$ cat src/rtl/dpf_pkg.sv
// dpf_pkg: shared types and constants for the dpd pair force pipeline
// no dependencies; imported by every rtl module of the block
package dpf_pkg;

    // configuration register indexes
    typedef enum logic [1:0] {
        CFG_CUTOFF = 2'd0,
        CFG_CONS   = 2'd1,
        CFG_DISS   = 2'd2,
        CFG_RAND   = 2'd3
    } t_cfg_idx;

    // fixed field widths
    localparam int CFG_IDX_W = 2;
    localparam int CFG_W     = 31;
    localparam int RC_W      = 20;
    localparam int GAIN_W    = 31;
    localparam int POS_W     = 20;
    localparam int VEL_W     = 24;
    localparam int NOISE_W   = 20;
    localparam int FORCE_W   = 32;

    // register reset values
    localparam logic [RC_W-1:0]   RST_CUTOFF = 20'd65536;
    localparam logic [GAIN_W-1:0] RST_CONS   = 31'd1638400;
    localparam logic [GAIN_W-1:0] RST_DISS   = 31'd294912;
    localparam logic [GAIN_W-1:0] RST_RAND   = 31'd1966080;

    // quotient bits of the projected velocity and magnitude bits of the pair force
    localparam int DOT_QW   = 26;
    localparam int FP_MAG_W = 40;

    // per-stage control shared with the pipelined units
    typedef struct packed {
        logic adv;
        logic valid;
    } t_stage_ctl;

endpackage

$ cat src/rtl/dpf_div.sv
// dpf_div: pipelined restoring divider, one quotient bit per stage
// depends on dpf_pkg; needs num < den * 2^QW for an exact quotient
module dpf_div #(
    parameter int NW  = 46,
    parameter int DVW = 21,
    parameter int QW  = 26,
    parameter int SW  = 1
) (
    input  logic                 i_clk,
    input  logic                 i_rst_n,
    input  dpf_pkg::t_stage_ctl  i_ctl,
    input  logic [NW-1:0]        i_num,
    input  logic [DVW-1:0]       i_den,
    input  logic [SW-1:0]        i_side,
    output logic                 o_valid,
    output logic [QW-1:0]        o_quot,
    output logic [SW-1:0]        o_side
);
    import dpf_pkg::*;

    logic           r_valid [QW];
    logic [DVW-1:0] r_rem   [QW];
    logic [NW-1:0]  r_num   [QW];
    logic [DVW-1:0] r_den   [QW];
    logic [QW-1:0]  r_quot  [QW];
    logic [SW-1:0]  r_side  [QW];

    for (genvar s = 0; s < QW; s++) begin : g_stg
        localparam int B = QW - 1 - s;
        logic           w_vin;
        logic [DVW-1:0] w_rem_in;
        logic [NW-1:0]  w_num_in;
        logic [DVW-1:0] w_den_in;
        logic [QW-1:0]  w_quot_in;
        logic [SW-1:0]  w_side_in;
        logic [DVW:0]   w_trial;
        logic           w_ge;

        // stage inputs
        if (s == 0) begin : g_first
            assign w_vin     = i_ctl.valid;
            assign w_rem_in  = DVW'(i_num >> QW);
            assign w_num_in  = i_num;
            assign w_den_in  = i_den;
            assign w_quot_in = '0;
            assign w_side_in = i_side;
        end else begin : g_next
            assign w_vin     = r_valid[s-1];
            assign w_rem_in  = r_rem[s-1];
            assign w_num_in  = r_num[s-1];
            assign w_den_in  = r_den[s-1];
            assign w_quot_in = r_quot[s-1];
            assign w_side_in = r_side[s-1];
        end

        // bring down the next numerator bit and try the subtraction
        assign w_trial = {w_rem_in, w_num_in[B]};
        assign w_ge    = w_trial >= {1'b0, w_den_in};

        always_ff @(posedge i_clk) begin
            if (!i_rst_n) begin
                r_valid[s] <= 1'b0;
            end else if (i_ctl.adv) begin
                r_valid[s] <= w_vin;
            end
        end

        always_ff @(posedge i_clk) begin
            if (i_ctl.adv) begin
                r_num[s]  <= w_num_in;
                r_den[s]  <= w_den_in;
                r_side[s] <= w_side_in;
                r_rem[s]  <= w_ge ? DVW'(w_trial - {1'b0, w_den_in}) : DVW'(w_trial);
                r_quot[s] <= w_quot_in | (QW'(w_ge) << B);
            end
        end
    end

    assign o_valid = r_valid[QW-1];
    assign o_quot  = r_quot[QW-1];
    assign o_side  = r_side[QW-1];

endmodule

$ cat config.mk
export PLATFORM = sky130hd
export DESIGN_NAME = dpf_div
export DESIGN_NICKNAME = d
export VERILOG_FILES = /design/src/rtl/dpf_pkg.sv /design/src/rtl/dpf_div.sv
export SDC_FILE = /design/constraint.sdc
export NUM_CORES = 2
export LEC_CHECK = 0
export BUFFER_PORTS_ARGS = -buffer_cell sky130_fd_sc_hd__buf_2
export CAP_MARGIN = 10
export CORE_UTILIZATION = 40
export CTS_BUF_LIST = sky130_fd_sc_hd__clkbuf_16
export CTS_CLUSTER_DIAMETER = 40
export DETAILED_ROUTE_END_ITERATION = 10
export PLACE_DENSITY = 0.64
export SLEW_MARGIN = 0
export SYNTH_ARGS = -nofsm -noshare
export SYNTH_HDL_FRONTEND = slang
export SYNTH_SLANG_ARGS = --single-unit
$ cat constraint.sdc
create_clock -name i_clk -period 3.65 [get_ports i_clk]
set_input_delay 0.5475 -clock i_clk [delete_from_list [all_inputs] [get_ports i_clk]]
set_output_delay 0.5475 -clock i_clk [all_outputs]
set_load 0.1 [all_outputs]
==> flow_metrics.tcl <==
set metrics [dict create \
    status "complete, no violations" \
    peakVddDrop_uv 520 \
    drv_slew 0 \
    seq_area_frac_synth 0.612 \
    p_leak_nw 41.2 \
    postRouteAntennaNets 0 \
    syn2layout_area_growth_pct 18.9 \
    final_nets 7893 \
    cts.clk_slew.worst_paths_ns 0.05 \
    numCtsBuffers 327 \
    hold_viol 0 \
    wirelength_um 178000 \
    rsz0062_at_grt "no" \
    syn-instance-count 6740 \
    cp.required_ns 4.28 \
    synth_top_area_cell "edfxtp_1" \
    crit_arrival_ns 4.12 \
    synth_cell_type_count 94 \
    final-setup-viol-count 0 \
    coreArea_um2 217000 \
    layout_setup_ws_ns 0.159 \
    design_area_um2 104000 \
    dieArea_um2 220000 \
    rows 171 \
    antenna_found_initial 1 \
    insertion_delay_ns 0.92 \
    grt_pass1_wl_um 285000 \
    drive_gt1_frac 0.151 \
    cts_max_level 5 \
    placed_cells 9704 \
    cpMaxStageDelayCell "fa_1" \
    clock.fmax_mhz 286 \
    cpMostUsedCell "inv_1" \
    crit_path_start_kind "register" \
    worstMarginPinSlew_ns 1.33 \
    yosys_warnings 0 \
    period_minus_slack_ns 3.49 \
    cp_cell_sequence "inv_1 > ha_1 > inv_1 > fa_1 > a211oi_2 > o21a_1 > o31ai_1 > o41a_1 > a211o_1 > a311oi_4 > buf_12 > mux2_1" \
    synth_edf_count 1777 \
    dieWidth_um 469 \
    crit_path_end_kind "register" \
    stdcell_count 10400 \
    first_iter_violations 3520 \
    portBuffers 99 \
    gp_congestion 0.903 \
    clockBufferDepth 4 \
    vias_per_cell 5.18 \
    grt.overflow.total 0 \
    synthesis.nets 7383 \
    cp.buffers_inverters 3 \
    wl_per_cell_um 17.2 \
    grt_use_total 0.162 \
    worst_hold_path_type "input port to register" \
    clockRootBuffer "clkbuf_16" \
    dp_slack_ns 0.0841 \
    synth.area.top_cells "edfxtp_1 61%, ha_1 7.8%, mux2_2 3.8%, a21oi_1 3.0%, inv_1 3.0%" \
    cts_tree "built" \
    hpwl_um 126000 \
    final_util 0.478 \
    synth_area_um2 87200 \
    initial_core_util 0.402 \
    synth-seq-cells 1778 \
    die_h_um 469 \
    grt_max_degree 135 \
    first_pass_iters 6 \
    cpPeakStageDelay_ns 0.43 \
    critPathKind "register to register" \
    timing.slew.headroom 0.114 \
    setup-tns-final_ns 0 \
    power_density_nw_per_um2 913 \
    critPathTopFamily "compound AO/OA/AOI/OAI gates" \
    synth_ff_type "edfxtp_1" \
    yosysTopAreaCellShare 0.612 \
    via_count 53600 \
    io_pins 100 \
    numClockSinks 1778 \
    grt_pass1_vias 53900 \
    placement.cell_area_um2 92100 \
    drc_errors 0 \
    async_flop_share 0 \
    fin_worst_skew_ns 0.0522 \
    syn_area_per_cell_um2 12.9 \
    fin_crit_sh 0.957 \
    max_cap_violations 0 \
    cp_max_fo 14 \
]
metal layers:
layer | up-vias | part of all wire | track usage
li1 | 26200 | - | -
met1 | 25800 | 0.43 | 0.201
met2 | 1189 | 0.49 | 0.280
met3 | 406 | 0.045 | 0.0280
met4 | 0 | 0.031 | 0.0612
met5 | - | 0 | 0
synthesized netlist by cell type, types with 54 or more instances:
library cell,instances
ha_1,546
nor2_1,448
and3_1,60
o21ai_0,295
a21o_1,208
clkbuf_1,54
nand3_1,98
xnor2_1,235
edfxtp_1,1777
o21a_1,74
nor3_1,69
xor2_1,160
nor2b_1,60
a211oi_1,76
mux2_2,294
inv_1,698
nand4_1,78
nand2_1,260
a21oi_1,524
kinds of logic (layout without fill, tap and decap cells):
logic type	Yosys count	in the layout	synth area share
flip-flops	1778	1778	0.612
XOR/XNOR	395	395	0.0397
other	0	1	0
AO/OA/AOI/OAI	1559	1559	0.114
adder cells (fa/ha/maj)	571	571	0.0841
AND/OR/NAND/NOR	1294	1294	0.0712
multiplexers	334	334	0.0427
buffers and inverters	809	1570	0.0362
state kept, by name, indices dropped and copies added (netlist names):
| name | count |
|---|---|
| r_quot | 351 |
| r_den | 525 |
| r_num | 325 |
| r_rem | 525 |
| r_side | 26 |
| r_valid | 26 |
layout make-up:
| type | instances | area, µm² |
|---|---|---|
| diodes | 1 | 2.50 |
| clock buffers | 334 | 8360 |
| clock inverters | 246 | 2400 |
| fillers | 19100 | 113000 |
| inverters | 701 | 2630 |
| multi-input cells | 4153 | 30700 |
| flip-flops and latches | 1778 | 53400 |
| well taps | 2854 | 3570 |
| repair buffers | 289 | 2540 |
where the power goes:
group          total (mW)  switching [mW]  internal [mW]
Sequential           31.5            2.60           28.9
Clock                29.3            10.5           18.8
Combinational        33.8            18.2           15.6
placed cells by master (no fill, tap or decap), types with 53 or more instances in the layout:
master,netlist,final
edfxtp_1,1777,1777
inv_1,698,724
ha_1,546,546
a21oi_1,524,520
nor2_1,448,448
clkbuf_16,0,334
o21ai_0,295,294
mux2_2,294,294
nand2_1,260,259
xnor2_1,235,235
a21o_1,208,208
xor2_1,160,160
nand3_1,98,98
buf_2,36,98
buf_4,12,86
nand4_1,78,78
o21a_1,74,74
a211oi_1,76,73
dlygate4sd3_1,0,70
nor3_1,69,69
nor2b_1,60,60
and3_1,60,60
o21bai_1,53,53
repair_timing:
action                     4_1_cts  5_1_grt
setup endpoints to repair        0      144
gates resized for setup          0       14
hold buffers                    70        0
hold endpoints to repair        70        0
setup buffers                    0        1
stage by stage:
stage                     hold slack (ns)  power (mW)
after global placement              0.400        64.7
final                               0.231        94.6
after detailed placement            0.405        65.3
after CTS                           0.125        95.4
after floorplan                     0.400        56.5
after global routing                0.163         100
path summary, 6_finish.rpt:
check	startpoint	end	slack (ns)	depth (start not counted)
min reg2reg	r_num[5][14]	r_num[6][14]	0.38	0
max reg2reg	r_num[16][8]	r_rem[17][11]	0.16	12
max	r_num[16][8]	r_rem[17][11]	0.16	12
min	i_ctl[1]	r_den[2][129]	0.23	1
Note: power is estimated with default switching activity, not from simulation.
