==> src/rtl/dpf_pkg.sv <==
// dpf_pkg: shared types and constants for the dpd pair force pipeline
// no dependencies; imported by every rtl module of the block
package dpf_pkg;

    // configuration register indexes
    typedef enum logic [1:0] {
        CFG_CUTOFF = 2'd0,
        CFG_CONS   = 2'd1,
        CFG_DISS   = 2'd2,
        CFG_RAND   = 2'd3
    } t_cfg_idx;

    // fixed field widths
    localparam int CFG_IDX_W = 2;
    localparam int CFG_W     = 31;
    localparam int RC_W      = 20;
    localparam int GAIN_W    = 31;
    localparam int POS_W     = 20;
    localparam int VEL_W     = 24;
    localparam int NOISE_W   = 20;
    localparam int FORCE_W   = 32;

    // register reset values
    localparam logic [RC_W-1:0]   RST_CUTOFF = 20'd65536;
    localparam logic [GAIN_W-1:0] RST_CONS   = 31'd1638400;
    localparam logic [GAIN_W-1:0] RST_DISS   = 31'd294912;
    localparam logic [GAIN_W-1:0] RST_RAND   = 31'd1966080;

    // quotient bits of the projected velocity and magnitude bits of the pair force
    localparam int DOT_QW   = 26;
    localparam int FP_MAG_W = 40;

    // per-stage control shared with the pipelined units
    typedef struct packed {
        logic adv;
        logic valid;
    } t_stage_ctl;

endpackage

==> src/rtl/dpf_sqrt.sv <==
// dpf_sqrt: pipelined floor square root, one root bit per stage
// depends on dpf_pkg for the stage control struct
module dpf_sqrt #(
    parameter int XW = 42,
    parameter int RW = 21,
    parameter int SW = 1
) (
    input  logic                 i_clk,
    input  logic                 i_rst_n,
    input  dpf_pkg::t_stage_ctl  i_ctl,
    input  logic [XW-1:0]        i_rad,
    input  logic [SW-1:0]        i_side,
    output logic                 o_valid,
    output logic [RW-1:0]        o_root,
    output logic [SW-1:0]        o_side
);
    import dpf_pkg::*;

    logic          r_valid [RW];
    logic [RW-1:0] r_root  [RW];
    logic [XW-1:0] r_rem   [RW];
    logic [SW-1:0] r_side  [RW];

    for (genvar s = 0; s < RW; s++) begin : g_stg
        localparam int B = RW - 1 - s;
        logic          w_vin;
        logic [RW-1:0] w_root_in;
        logic [XW-1:0] w_rem_in;
        logic [SW-1:0] w_side_in;
        logic [XW+1:0] w_cand;
        logic          w_take;

        // stage inputs
        if (s == 0) begin : g_first
            assign w_vin     = i_ctl.valid;
            assign w_root_in = '0;
            assign w_rem_in  = i_rad;
            assign w_side_in = i_side;
        end else begin : g_next
            assign w_vin     = r_valid[s-1];
            assign w_root_in = r_root[s-1];
            assign w_rem_in  = r_rem[s-1];
            assign w_side_in = r_side[s-1];
        end

        // (root + 2^B)^2 - root^2
        assign w_cand = ((XW+2)'(w_root_in) << (B + 1)) + ((XW+2)'(1) << (2 * B));
        assign w_take = (XW+2)'(w_rem_in) >= w_cand;

        always_ff @(posedge i_clk) begin
            if (!i_rst_n) begin
                r_valid[s] <= 1'b0;
            end else if (i_ctl.adv) begin
                r_valid[s] <= w_vin;
            end
        end

        always_ff @(posedge i_clk) begin
            if (i_ctl.adv) begin
                r_side[s] <= w_side_in;
                if (w_take) begin
                    r_rem[s]  <= XW'((XW+2)'(w_rem_in) - w_cand);
                    r_root[s] <= w_root_in | (RW'(1) << B);
                end else begin
                    r_rem[s]  <= w_rem_in;
                    r_root[s] <= w_root_in;
                end
            end
        end
    end

    assign o_valid = r_valid[RW-1];
    assign o_root  = r_root[RW-1];
    assign o_side  = r_side[RW-1];

endmodule

==> config.mk <==
export PLATFORM = sky130hd
export DESIGN_NAME = dpf_sqrt
export DESIGN_NICKNAME = d
export VERILOG_FILES = /design/src/rtl/dpf_pkg.sv /design/src/rtl/dpf_sqrt.sv
export SDC_FILE = /design/constraint.sdc
export NUM_CORES = 2
export LEC_CHECK = 0
export ABC_AREA = 1
export BUFFER_PORTS_ARGS = -buffer_cell sky130_fd_sc_hd__buf_2
export CELL_PAD_IN_SITES_DETAIL_PLACEMENT = 1
export CELL_PAD_IN_SITES_GLOBAL_PLACEMENT = 1
export CORE_MARGIN = 3
export CORE_UTILIZATION = 54
export CTS_CLUSTER_SIZE = 16
export DETAILED_ROUTE_END_ITERATION = 12
export PLACE_DENSITY_LB_ADDON = 0.1
export SLEW_MARGIN = 20
export SYNTH_ARGS = -nofsm -noshare
export SYNTH_HDL_FRONTEND = slang
export SYNTH_SLANG_ARGS = --single-unit
==> constraint.sdc <==
create_clock -name i_clk -period 4.4 [get_ports i_clk]
set_clock_uncertainty 0.2 [all_clocks]
set_input_delay 0.44 -clock i_clk [delete_from_list [all_inputs] [get_ports i_clk]]
set_output_delay 0.44 -clock i_clk [all_outputs]
set_load 0.02 [all_outputs]
==> results.tsv <==
stage	metric	value	unit
timing	fin_crit	3448	ps
floorplanning	die_area	0.1182	sq mm
yosys	syn_area_per_cell	8.879	sq um
placed_design	port_buffers	69	
yosys	ys_seq_area_share	54.21	%
worst_setup_path	setup.worst_path.class	reg2reg	
yosys	postSynth.asyncResetShare	0	%
grt	grt_max_degree	132	
route	drt_iter0_markers	4494	
grt	grt_pass1_vias	52760	
floorplanning	num_io_pins	70	
floorplanning	die_w	343.9	um
worst_setup_path	critPathSlowestCell	nand3_1	
route	drc	0	
cells_and_area	area_delta_synth_final	10.51	%
status	outcome	finished, final reports clean	
cts	cts-root-buf	clkbuf_16	
timing	rsz0062_at_grt	false	
cts	cts_resized	0	
cells_and_area	final_cell_mix	nand2_1 (1885), edfxtp_1 (1112), inv_1 (1061), nor2_1 (871), nand3_1 (380)	
grt	use_met3	5.147	%
grt	grt_most_used_layer	met2	
timing	maxSlewViolCount	0	
cts	path_clk_slew	80	ps
pwr	p_sw	0.01089	W
worst_setup_path	path_buf_inv	1	
cells_and_area	final_common_cell	nand2_1	
cts	cts-hold-fix-buffers	46	
pwr	leakage	29.62	nW
yosys	syn_area	0.06164	sq mm
pwr	p_seq_share	44.4	%
placed_design	post-dp-hpwl	154.8	mm
cells_and_area	fillers	13030	
cells_and_area	finalNetCount	7422	
floorplanning	coreArea	0.1128	sq mm
placed_design	gp_congestion	0.9713	
timing	max_freq	290.0	MHz
grt	overflow	0	
cts	numCtsBuffers	118	
worst_setup_path	worstPathMaxFanout	22	
grt	antenna_found_initial	3	
cells_and_area	finish.utilization	60.38	%
cts	cts_tree	built	
cts	worstSkewPairLatency	790	ps
grt	grt_first_pass_wirelength	316.1	mm
yosys	synth_edf_count	1112	
worst_setup_path	crit_family	simple AND/OR/NAND/NOR gates	
worst_setup_path	path_cells	ha_1 > nand2_1 > inv_1 > a21oi_1 > nand2_1 > nor2_1 > nand3_1 > a21oi_1	
pwr	comb_power_share	22.5	%
timing	hold_violations	0	
timing	slew_headroom	33.69	%
grt	grtUsageMet1	44.65	%
timing	period_share	78.37	%
pwr	clockPowerShare	33.1	%
timing	holdWs	175.9	ps
floorplanning	die_h	343.9	um
yosys	synth-seq-cells	1113	
cts	post-cts-setup-buffers	0	
yosys	ys_warn_count	0	
cts	clk_path_buf_depth	3	
yosys	syn-instance-count	6942	
route	avgRoutedWirePerCell	24.01	um
hold_path	holdCritPathClass	in2reg	
worst_setup_path	max_stage_delay	750	ps
timing	finalSetupTns	0	ps
route	dr.pass1.iters	6	
floorplanning	initial_core_util	54.64	%
worst_setup_path	end_kind	flip-flop	
worst_setup_path	arrival	3780	ps
pwr	p_per_area	473.7	mW/mm^2
worst_setup_path	crit_required	4740	ps
cells_and_area	drive_above_1_share	5.450	%
route	viasPerCell	5.810	
route	routed-via-count	50720	
pwr	irDropWorstVdd	0.0004669	V
cts	cts_htree_levels	3	
floorplanning	rows	123	
grt	met2_usage	60.72	%
flow_run	cap_violations	0	
timing	worstMarginPinSlew	991.8	ps
timing	finalSetupViolCount	0	
route	antenna_left	0	
yosys	ys.flop_type	edfxtp_1	
grt	grtUsageTotal	35.08	%
yosys	syn_nets	7238	
route	drt_wl_total	209.6	mm
pwr	swShare	33.75	%
worst_setup_path	start_kind	flip-flop	
pwr	p_int	0.02138	W
yosys	synth_cell_types	56	
cts	clock-sinks	1113	
Yosys cell counts (2+ instances only):
master        n  share of area, %
nand2_1    1885                11
edfxtp_1   1112                54
inv_1      1061               6.5
nor2_1      872               5.3
nand3_1     380               3.1
a21oi_1     266               2.2
ha_1        249               5.1
nand4_1     171               1.7
o21ai_0     144               1.2
xnor2_1     119               1.7
xor2_1      110               1.6
nor3_1      106              0.86
nor4_1       79              0.80
o21ai_1      67              0.54
nand3b_1     37              0.45
clkbuf_1     24              0.15
nor2_2       20              0.20
o21bai_1     19              0.23
buf_6        18              0.33
inv_2        16             0.097
nand2_2      16              0.16
a21o_1       15              0.18
buf_4        15              0.18
o21ai_2      15              0.21
buf_2        14              0.11
or2_2        13              0.13
nand3_2      10              0.16
o21a_1       10              0.12
and2_1        9             0.091
and3_1        8             0.081
nor2_4        8              0.15
o211ai_1      7             0.085
a21oi_2       6             0.085
a21boi_0      5             0.061
nor3_2        5             0.081
nand2_4       3             0.055
nor4_4        3              0.10
a211oi_1      2             0.024
a31oi_1       2             0.020
nor3b_1       2             0.024
nor4_2        2             0.041
o2111ai_1     2             0.028
or2_0         2             0.020
area by class of cell:
cell class / instances / area (sq um) / area share (%)
Multi-Input combinational cell: 4678 / 23700 / 34.79
Timing Repair Buffer: 136 / 1027 / 1.508
Clock inverter: 90 / 1040 / 1.526
Inverter: 1079 / 4053 / 5.950
Clock buffer: 133 / 3009 / 4.418
Sequential cell: 1113 / 33410 / 49.05
Tap cell: 1500 / 1877 / 2.755
Antenna cell: 1 / 2.502 / 0.003674
power by group through the flow:
| stage | Sequential, W | Combinational, W | Clock (W) |
|---|---|---|---|
| finish | 0.0143 | 0.00725 | 0.0107 |
| global route | 0.0144 | 0.00806 | 0.0111 |
| CTS | 0.0143 | 0.00714 | 0.0106 |
| detailed placement | 0.0145 | 0.00697 | 0 |
| global placement | 0.0144 | 0.00665 | 0 |
| floorplan | 0.0139 | 0.00489 | 0 |
routing by layer:
metal / wire (um) / up-vias
li1: - / 23300
met1: 84910 / 24960
met2: 102700 / 1949
met3: 13310 / 515
met4: 8653 / 0
met5: 0 / -
state kept, by name (all words and copies together), names as in the netlist:
| register | flops |
|---|---|
| r_root | 231 |
| r_valid | 21 |
| r_rem | 840 |
| r_side | 21 |
metrics by stage:
step	instances	cell area (sq um)	worst slack, ps	power (W)
2_1_floorplan	6942	61640	1244	0.01881
3_3_place_gp	8460	63600	1208	0.02105
3_5_place_dp	8460	63600	1089	0.02143
4_1_cts	8729	68110	1169	0.03202
5_1_grt	8729	68110	717.7	0.03360
6_report	8730	68120	951.6	0.03227
path summary, 6_finish.rpt:
| path | startpoint | end | slack (ps) | cells past startpoint |
|---|---|---|---|---|
| hold / removal | i_rad[30] | r_rem[0][30]$_DFFE_PP_ | 180 | 2 |
| setup reg to reg | r_rem[1][158]$_DFFE_PP_ | r_rem[2][26]$_DFFE_PP_ | 950 | 8 |
| setup / recovery | r_rem[1][158]$_DFFE_PP_ | r_rem[2][26]$_DFFE_PP_ | 950 | 8 |
| hold reg to reg | r_side[18]$_DFFE_PP_ | r_side[19]$_DFFE_PP_ | 220 | 0 |
cell families after synthesis:
group	after synthesis	synth area share, %
and+or+nand+nor	3635	25.12
buffers and inverters	1151	7.353
DFF	1113	54.21
AOI/OAI and AO/OA	565	5.008
adders and majority gates	249	5.055
xor gates and xnor gates	229	3.254
worst register-to-register path: stages, from the launching register on:
cell and delay (ps):
edfxtp_1 420, ha_1 400, nand2_1 150, inv_1 100
a21oi_1 210, nand2_1 110, nor2_1 220, nand3_1 750
a21oi_1 660
No activity file was read; power rests on OpenSTA's default activity.
